==> config.mk <==
export PLATFORM = sky130hd
export DESIGN_NAME = button_tap_hold_classifier_unit
export DESIGN_NICKNAME = d
export VERILOG_FILES = /design/src/rtl/bthc_pkg.sv /design/src/rtl/bthc_lane.sv /design/src/rtl/button_tap_hold_classifier_unit.sv
export SDC_FILE = /design/constraint.sdc
export NUM_CORES = 2
export LEC_CHECK = 0
export ABC_AREA = 0
export BUFFER_PORTS_ARGS = -buffer_cell sky130_fd_sc_hd__buf_2
export CORE_MARGIN = 2
export CORE_UTILIZATION = 50
export DETAILED_ROUTE_END_ITERATION = 8
export PLACE_DENSITY = 0.66
export SYNTH_ARGS = -nofsm -noshare
export SYNTH_HDL_FRONTEND = slang
export SYNTH_HIERARCHICAL = 1
export SYNTH_SLANG_ARGS = --single-unit
==> constraint.sdc <==
create_clock -name i_clk -period 7.2 [get_ports i_clk]
set_input_delay 0.36 -clock i_clk [delete_from_list [all_inputs] [get_ports i_clk]]
set_output_delay 0.36 -clock i_clk [all_outputs]
set_load 0.05 [all_outputs]
==> src/rtl/bthc_pkg.sv <==
// Package: shared types, codes and constants of the button tap/hold classifier.
package bthc_pkg;

    // Number of tracked buttons; fixes the width of every mask field.
    localparam int NUM_BUTTONS = 14;

    // Default width, in bits, of stored press times, which count ticks.
    localparam int TIME_BITS_DEF = 32;

    // Width of the tick stamp and of the hold threshold register.
    localparam int TICK_W = 32;

    // Hold threshold after reset.
    localparam logic [TICK_W-1:0] HOLD_THR_RESET = TICK_W'(500);

    // Item actions.
    localparam logic ACT_UPDATE     = 1'b0;
    localparam logic ACT_IGNORE_ALL = 1'b1;

    // Release classes.
    typedef logic [1:0] t_cls;
    localparam t_cls CLS_NONE = 2'd0;
    localparam t_cls CLS_TAP  = 2'd1;
    localparam t_cls CLS_HOLD = 2'd2;

    typedef logic [NUM_BUTTONS-1:0] t_mask;

    // Input transaction.
    typedef struct packed {
        logic              action;
        logic [TICK_W-1:0] now_tick;
        logic              connected;
        t_mask             held_mask;
    } t_in_item;

    // Result transaction.
    typedef struct packed {
        t_mask down_mask;
        t_mask raw_down_mask;
        t_mask ignored_mask;
        t_mask tap_mask;
        t_mask hold_mask;
        logic  link_flag;
    } t_out_item;

    // Per-item control handed to every button lane.
    typedef struct packed {
        logic adv;      // apply the item held in the input register
        logic ign_all;  // ignore-all item
        logic conn;     // connected flag of the item, used by update items
    } t_lane_ctl;

    // Per-button status returned by a lane.
    typedef struct packed {
        logic down;
        logic ignored;
        t_cls cls;
    } t_lane_st;

endpackage

==> src/rtl/bthc_lane.sv <==
// Per-button lane: press time, down and ignore flags, and release classification.
module bthc_lane import bthc_pkg::*; #(
    parameter int TIME_BITS = TIME_BITS_DEF
) (
    input  logic                 i_clk,
    input  logic                 i_rst_n,
    input  t_lane_ctl            i_ctl,
    input  logic                 i_held,
    input  logic [TIME_BITS-1:0] i_now,
    input  logic [TICK_W-1:0]    i_thr,
    output t_lane_st             o_st
);

    localparam int CMP_W = (TIME_BITS > TICK_W) ? TIME_BITS : TICK_W;

    logic [TIME_BITS-1:0] r_press;
    logic [TIME_BITS-1:0] n_press;
    logic                 r_down;
    logic                 n_down;
    logic                 r_ign;
    logic                 n_ign;
    t_cls                 r_cls;
    t_cls                 n_cls;
    logic [TIME_BITS-1:0] elapsed;
    logic                 is_hold;

    // Modular tick difference, compared at the wider of the two widths.
    assign elapsed = i_now - r_press;
    assign is_hold = CMP_W'(elapsed) >= CMP_W'(i_thr);

    always_comb begin
        n_press = r_press;
        n_down  = r_down;
        n_ign   = r_ign;
        n_cls   = r_cls;
        if (i_ctl.adv) begin
            priority if (i_ctl.ign_all) begin
                n_ign = r_ign | r_down;
            end else if (!i_ctl.conn) begin
                n_cls = CLS_NONE;
            end else if (!r_down) begin
                n_cls = CLS_NONE;
                if (i_held) begin
                    n_down  = 1'b1;
                    n_press = i_now;
                end
            end else if (!i_held) begin
                n_ign  = 1'b0;
                n_down = 1'b0;
                n_cls  = is_hold ? CLS_HOLD : CLS_TAP;
            end else begin
                // still held: keep everything
            end
        end
    end

    always_ff @(posedge i_clk) begin
        if (!i_rst_n) begin
            r_down <= 1'b0;
            r_ign  <= 1'b0;
            r_cls  <= CLS_NONE;
        end else begin
            r_down <= n_down;
            r_ign  <= n_ign;
            r_cls  <= n_cls;
        end
    end

    // Press time is only read while the button is down, so it needs no reset.
    always_ff @(posedge i_clk) begin
        r_press <= n_press;
    end

    assign o_st.down    = r_down;
    assign o_st.ignored = r_ign;
    assign o_st.cls     = r_cls;

endmodule

==> src/rtl/button_tap_hold_classifier_unit.sv <==
// Top level: button tap/hold release classifier with valid/stall channels.
//
// Tracks NUM_BUTTONS buttons and classifies each release as tap or hold
// against the hold threshold register. Every input transaction yields
// exactly one result transaction. An accepted transaction is captured in an
// input register; on the next cycle in which the result side can take it, the
// per-button lanes apply it (one subtract and compare per lane) and the new
// state becomes the result. With no stalls a transaction passes from the input
// register into the lane state registers, which form the result, and one
// transaction is taken every cycle. The input stalls only while
// both the input register and the result are full and the result is stalled.
// The result fields are read straight from the lane state registers, which
// stay frozen while the result is stalled. The threshold is written through
// i_cfg_we / i_cfg_wdata and takes effect for transactions applied afterwards;
// write it only while no transaction is in flight. TIME_BITS sets the width of
// stored press times; elapsed time is taken modulo 2^TIME_BITS.
module button_tap_hold_classifier_unit import bthc_pkg::*; #(
    parameter int TIME_BITS = TIME_BITS_DEF
) (
    input  logic              i_clk,
    input  logic              i_rst_n,
    input  logic              i_cfg_we,
    input  logic [TICK_W-1:0] i_cfg_wdata,
    input  logic              i_in_valid,
    output logic              o_in_stall,
    input  t_in_item          i_in,
    output logic              o_out_valid,
    input  logic              i_out_stall,
    output t_out_item         o_out
);

    // Hold threshold register.
    logic [TICK_W-1:0] r_hold_thr;

    // Input register.
    logic     r_in_valid;
    logic     n_in_valid;
    t_in_item r_in;

    // Result valid and connection flag; the rest of the result is lane state.
    logic r_out_valid;
    logic n_out_valid;
    logic r_link_up;
    logic n_link_up;

    logic      out_free;   // result slot empty or being taken this cycle
    logic      apply;      // apply the held transaction to the state
    t_lane_ctl lane_ctl;
    t_lane_st  lane_st [NUM_BUTTONS];
    logic [TIME_BITS-1:0] now_t;

    assign out_free   = !r_out_valid || !i_out_stall;
    assign apply      = r_in_valid && out_free;
    assign o_in_stall = r_in_valid && !out_free;

    // Keep only the low TIME_BITS bits of the tick, or zero-extend it.
    assign now_t = TIME_BITS'(r_in.now_tick);

    assign lane_ctl.adv     = apply;
    assign lane_ctl.ign_all = (r_in.action == ACT_IGNORE_ALL);
    assign lane_ctl.conn    = r_in.connected;

    always_ff @(posedge i_clk) begin
        if (!i_rst_n) begin
            r_hold_thr <= HOLD_THR_RESET;
        end else if (i_cfg_we) begin
            r_hold_thr <= i_cfg_wdata;
        end
    end

    // Take a new transaction whenever the input register is empty or draining.
    always_comb begin
        n_in_valid = r_in_valid;
        if (!r_in_valid || out_free) begin
            n_in_valid = i_in_valid;
        end
    end

    always_ff @(posedge i_clk) begin
        if (!r_in_valid || out_free) begin
            r_in <= i_in;
        end
    end

    // Result becomes valid when a transaction is applied, drops when taken.
    always_comb begin
        n_out_valid = r_out_valid;
        if (out_free) begin
            n_out_valid = apply;
        end
    end

    // Link flag follows update transactions only; ignore-all leaves it alone.
    always_comb begin
        n_link_up = r_link_up;
        if (apply && (r_in.action == ACT_UPDATE)) begin
            n_link_up = r_in.connected;
        end
    end

    always_ff @(posedge i_clk) begin
        if (!i_rst_n) begin
            r_in_valid  <= 1'b0;
            r_out_valid <= 1'b0;
            r_link_up   <= 1'b0;
        end else begin
            r_in_valid  <= n_in_valid;
            r_out_valid <= n_out_valid;
            r_link_up   <= n_link_up;
        end
    end

    // One lane per button.
    for (genvar g = 0; g < NUM_BUTTONS; g++) begin : g_lane
        bthc_lane #(
            .TIME_BITS (TIME_BITS)
        ) u_lane (
            .i_clk   (i_clk),
            .i_rst_n (i_rst_n),
            .i_ctl   (lane_ctl),
            .i_held  (r_in.held_mask[g]),
            .i_now   (now_t),
            .i_thr   (r_hold_thr),
            .o_st    (lane_st[g])
        );
    end

    // Gather lane state into the result masks.
    always_comb begin
        o_out = '0;
        for (int b = 0; b < NUM_BUTTONS; b++) begin
            o_out.down_mask[b]     = r_link_up && lane_st[b].down && !lane_st[b].ignored;
            o_out.raw_down_mask[b] = lane_st[b].down;
            o_out.ignored_mask[b]  = lane_st[b].ignored;
            o_out.tap_mask[b]      = (lane_st[b].cls == CLS_TAP);
            o_out.hold_mask[b]     = (lane_st[b].cls == CLS_HOLD);
        end
        o_out.link_flag = r_link_up;
    end

    assign o_out_valid = r_out_valid;

endmodule

==> reports/results.txt <==
The run finished with clean final reports. The share of synthesized flip-flops with an asynchronous set or reset was 0; the number of setup buffers added after CTS was 0. Ratio of final minimum period to clock period: 0.695. The total count of max-transition violations in the final report was 0; the portion of the post-synthesis area used by sequential elements was 0.293.

For the clock power share, the log shows 0.375. The first detailed-routing pass ran for 5 iterations. Clock-pin slew was measured on the worst setup and hold paths at 0.06 ns. Counting along the longest clock path gives a buffer depth of 3. The tools report the relative contribution of sequential cells to total power as 0.339. The number of global-route vias before repair came out at 46.8k. The number of storage elements in the synthesis netlist was 587; the total net switching power was 3.67 mW. Counting I/O delays and the setup requirement, the final critical path takes 5.00 ns. The run gives 587 as the TritonCTS sink count. The data required time of the critical path was 7.76 ns; the count of unique library cells instantiated by Yosys was 108. The tools report the final routed wirelength across all metal layers as 183 mm.

TritonCTS built the clock tree. The fraction of the mapped netlist area in compound gates is 0.225. The number of filler instances in the final layout is 10.2k.

The switching power share of the total was 0.326; the number of input and output port buffers inserted was 157. For the number of buffers inserted for hold repair after clock tree synthesis, the log shows 80. The run gives 0 as the count of final hold-check violations.

For the static power due to leakage, the log shows 28.8 nW. The tools report the maximum number of pins on one net before global-route repair as 60. For the pin with the worst max-slew slack, the measured transition is 1.07 ns. The placer's final routability congestion estimate was 0.943; the first-pass GRT wire length was 274 mm. The die outline height is 342 µm. The worst hold path passes through 3 cells. Leaving out fill and tap cells, the most frequent cells in the layout are 980 x sky130_fd_sc_hd__inv_1, 882 x sky130_fd_sc_hd__ha_1, 536 x sky130_fd_sc_hd__a21oi_1, 496 x sky130_fd_sc_hd__edfxtp_1, 385 x sky130_fd_sc_hd__nand2_1. Traced cell by cell, the critical path runs through buf_4 -> ha_1 -> nor2b_1 -> o31ai_1 -> a21oi_1 -> a21oi_1 -> nor2_1 -> o31a_1 -> ha_1 -> nand4_1 -> or4_1 -> o32a_1 -> a21oi_1 -> nor4_1 -> a22o_1.

met2 is the most crowded layer. The highest clock frequency the design can meet is 200 MHz, and the post-route worst setup slack is 2.20 ns. Capturing element type of the critical path: a flop.

After synthesis the cells add up to 0.0570 mm². Setup violations remaining at the end of the flow were counted as 0. The clock root buffer was sky130_fd_sc_hd__clkbuf_16. In this run the number of H-tree levels came out at 3.

In this run, the number of DRC markers left after iteration 0 of detailed routing was 4178. Synthesis handed over a netlist of 6411 instances. The total nets after synthesis came out at 7392. Data arrives at the worst endpoint at 5.56 ns. The tools report the kind of start point of the critical path as a flop. The number of enable flip-flop cells after synthesis is 496. The largest individual stage delay along the critical path comes from the cell sky130_fd_sc_hd__edfxtp_1.

TritonCTS created 77 clock buffers. Among all flip-flop cells after synthesis, the most frequent one is sky130_fd_sc_hd__edfxtp_1. On the worst path, the slowest cell contributes a delay of 0.83 ns.

The post-layout utilization of the core was 0.560; the die span in x was 342 µm. Summed over all nets, the half-perimeter wirelength after detailed placement is 127 mm. The area inside the core boundary came out at 0.113 mm².

The met1 track demand over resource in global routing is 0.415. OpenSTA, run right after detailed placement, puts the worst setup slack at 2.37 ns. The worst register-to-register path has a depth of 15. After detailed routing, the average wire length per cell comes to 22.2 µm.

In this run the worst path has a maximum fanout of 14. The global routing usage on met2 is 0.484, and the total of cells resized after clock tree synthesis is 0. The tools report the initial cell density of the core as 0.505. After synthesis, the largest family of logic cells by area is compound AO/OA/AOI/OAI gates.

The floorplan step defined a die boundary enclosing 0.117 mm². The initial antenna violation count is 11. The run gives 0.189 mV as the peak supply drop.

The proportion of layout cells with a drive suffix above 1 came out at 0.0905. The run gives 0 as the total congestion overflow. The met3 routing resource usage after global routing came out at 0.0601. The logs give 123 for the number of rows created at floorplan and 0 for the final routed DRC violation total. For the worst-skew pair, the clock arrives at the later sink with an insertion delay of 0.67 ns. Among the stages of the critical path, the cell type that occurs most often is sky130_fd_sc_hd__a21oi_1. Leaving out fill and tap cells, the most frequent cell in the layout is sky130_fd_sc_hd__inv_1. The number of top-level design ports is 158. In this run the mean area of a mapped cell was 8.89 µm².

Relative to the synthesized area, the layout overhead comes to 10.8%. The power density over the cells was 178 mW/mm². For the internal power consumption, the log shows 7.59 mW.

The path class of the tightest hold or removal check is in -> reg. The final instance area was 0.0631 mm²; the adder-cell share of the synthesized area was 0.199. The xor and xnor area share after synthesis is 0.0552, and the max-slew headroom at the worst pin is 0.284. The placed instances occupy a cell area of 0.0596 mm². The worst setup path is of the reg -> reg kind.

The share of synthesized cell area in and, or, nand and nor gates came out at 0.138. Yosys printed 6 warnings. The number of vias per cell is 5.98, and the number of nets in the finished design is 7666.

The tools report the via total after detailed routing as 49.4k. The multiplexer share of the synthesized area came out at 0.00843. The combinational cell fraction of total power came out at 0.286.

Total negative slack for setup checks: 0 ns. Across all hold checks on the routed design, the worst slack comes to 0.0437 ns. The count of max-cap constraint violations came out at 0. The global-route total usage across every layer came out at 0.307.

Setup repair after global routing left no endpoint under its margin. The clock arrives with 0.0240 ns of skew. The detail route stage leaves a number of antenna-violating nets equal to 0.
[flip-flops by register name, indices dropped and copies added, names as in the netlist]
register / cells
g_lane.u_lane/r_press: 448
now_t: 32
r_hold_thr: 32
g_lane.u_lane/r_cls: 28
g_lane.u_lane/r_down: 14
g_lane.u_lane/r_ign: 14
r_in: 14
lane_ctl: 2
o_out_valid: 1
r_in_valid: 1
r_link_up: 1
[through the flow]
stage / cells / total power, mW
final: 8252 / 11.3
after global routing: 8249 / 11.8
after CTS: 8249 / 11.3
after detailed placement: 8026 / 7.01
after global placement: 8026 / 6.93
after floorplan: 6411 / 6.13
[synthesized netlist by cell type, types with 89 or more instances]
library cell	instances	area, µm²
sky130_fd_sc_hd__nor2_1	351	1320
sky130_fd_sc_hd__nand4_1	144	901
sky130_fd_sc_hd__dfxtp_1	91	1820
sky130_fd_sc_hd__inv_1	981	3680
sky130_fd_sc_hd__xnor2_1	209	1830
sky130_fd_sc_hd__a31oi_1	92	576
sky130_fd_sc_hd__edfxtp_1	496	14900
sky130_fd_sc_hd__nor3_1	89	445
sky130_fd_sc_hd__o21ai_0	204	1020
sky130_fd_sc_hd__a21o_1	348	2610
sky130_fd_sc_hd__nor2b_1	112	701
sky130_fd_sc_hd__o21ai_1	104	521
sky130_fd_sc_hd__nand3_1	168	841
sky130_fd_sc_hd__nand2_1	385	1450
sky130_fd_sc_hd__xor2_1	150	1310
sky130_fd_sc_hd__ha_1	882	11000
sky130_fd_sc_hd__a21oi_1	536	2680
[critical path, delay by kind of cell, from the launching register on]
kind / cells / cell delay (ns)
adder cells (fa/ha/maj): 2 / 0.55
AO/OA/AOI/OAI: 7 / 2.14
buffers and inverters: 1 / 0.34
flip-flops: 1 / 0.83
AND/OR/NAND/NOR: 5 / 1.01
[final timing paths]
| check | to | slack, ns | from |
|---|---|---|---|
| max | g_lane[7].u_lane/r_cls[0]$_SDFFE_PN0P_ | 2.20 | now_t[1]$_DFFE_PP_ |
| min | r_hold_thr[30]$_SDFFE_PN0P_ | 0.04 | i_cfg_wdata[30] |
| max reg2reg | g_lane[7].u_lane/r_cls[0]$_SDFFE_PN0P_ | 2.20 | now_t[1]$_DFFE_PP_ |
| min reg2reg | g_lane[8].u_lane/r_cls[1]$_SDFFE_PN0P_ | 0.48 | g_lane[8].u_lane/r_cls[1]$_SDFFE_PN0P_ |
[kinds of logic after synthesis]
group | Yosys count
and+or+nand+nor | 1546
buffers and inverters | 1126
adders and majority gates | 896
DFF | 587
AOI/OAI and AO/OA | 1849
xor gates and xnor gates | 359
muxes | 48
[power groups by stage]
stage | Combinational, mW | Sequential [mW] | Clock (mW)
after floorplan | 2.19 | 3.94 | 0
after global placement | 3.04 | 3.88 | 0
after detailed placement | 3.12 | 3.88 | 0
after CTS | 3.18 | 3.81 | 4.30
after global routing | 3.58 | 3.82 | 4.41
final | 3.22 | 3.81 | 4.22
[cell type report]
type	count	area [µm²]	area share
inverters	981	3680	0.0583
repair buffers	340	2370	0.0376
well taps	1500	1880	0.0297
clock buffers	99	2160	0.0343
multi-input cells	4698	35700	0.566
clock inverters	44	583	0.00923
flip-flops and latches	587	16700	0.265
diodes	3	7.51	0.000119
[metal layers]
layer | up-vias | routed length, µm
met4 | 4 | 7740
met3 | 360 | 15200
met1 | 23500 | 80800
met2 | 1693 | 79300
li1 | 23800 | -
met5 | - | 27
(Power assumes the default switching activity.)
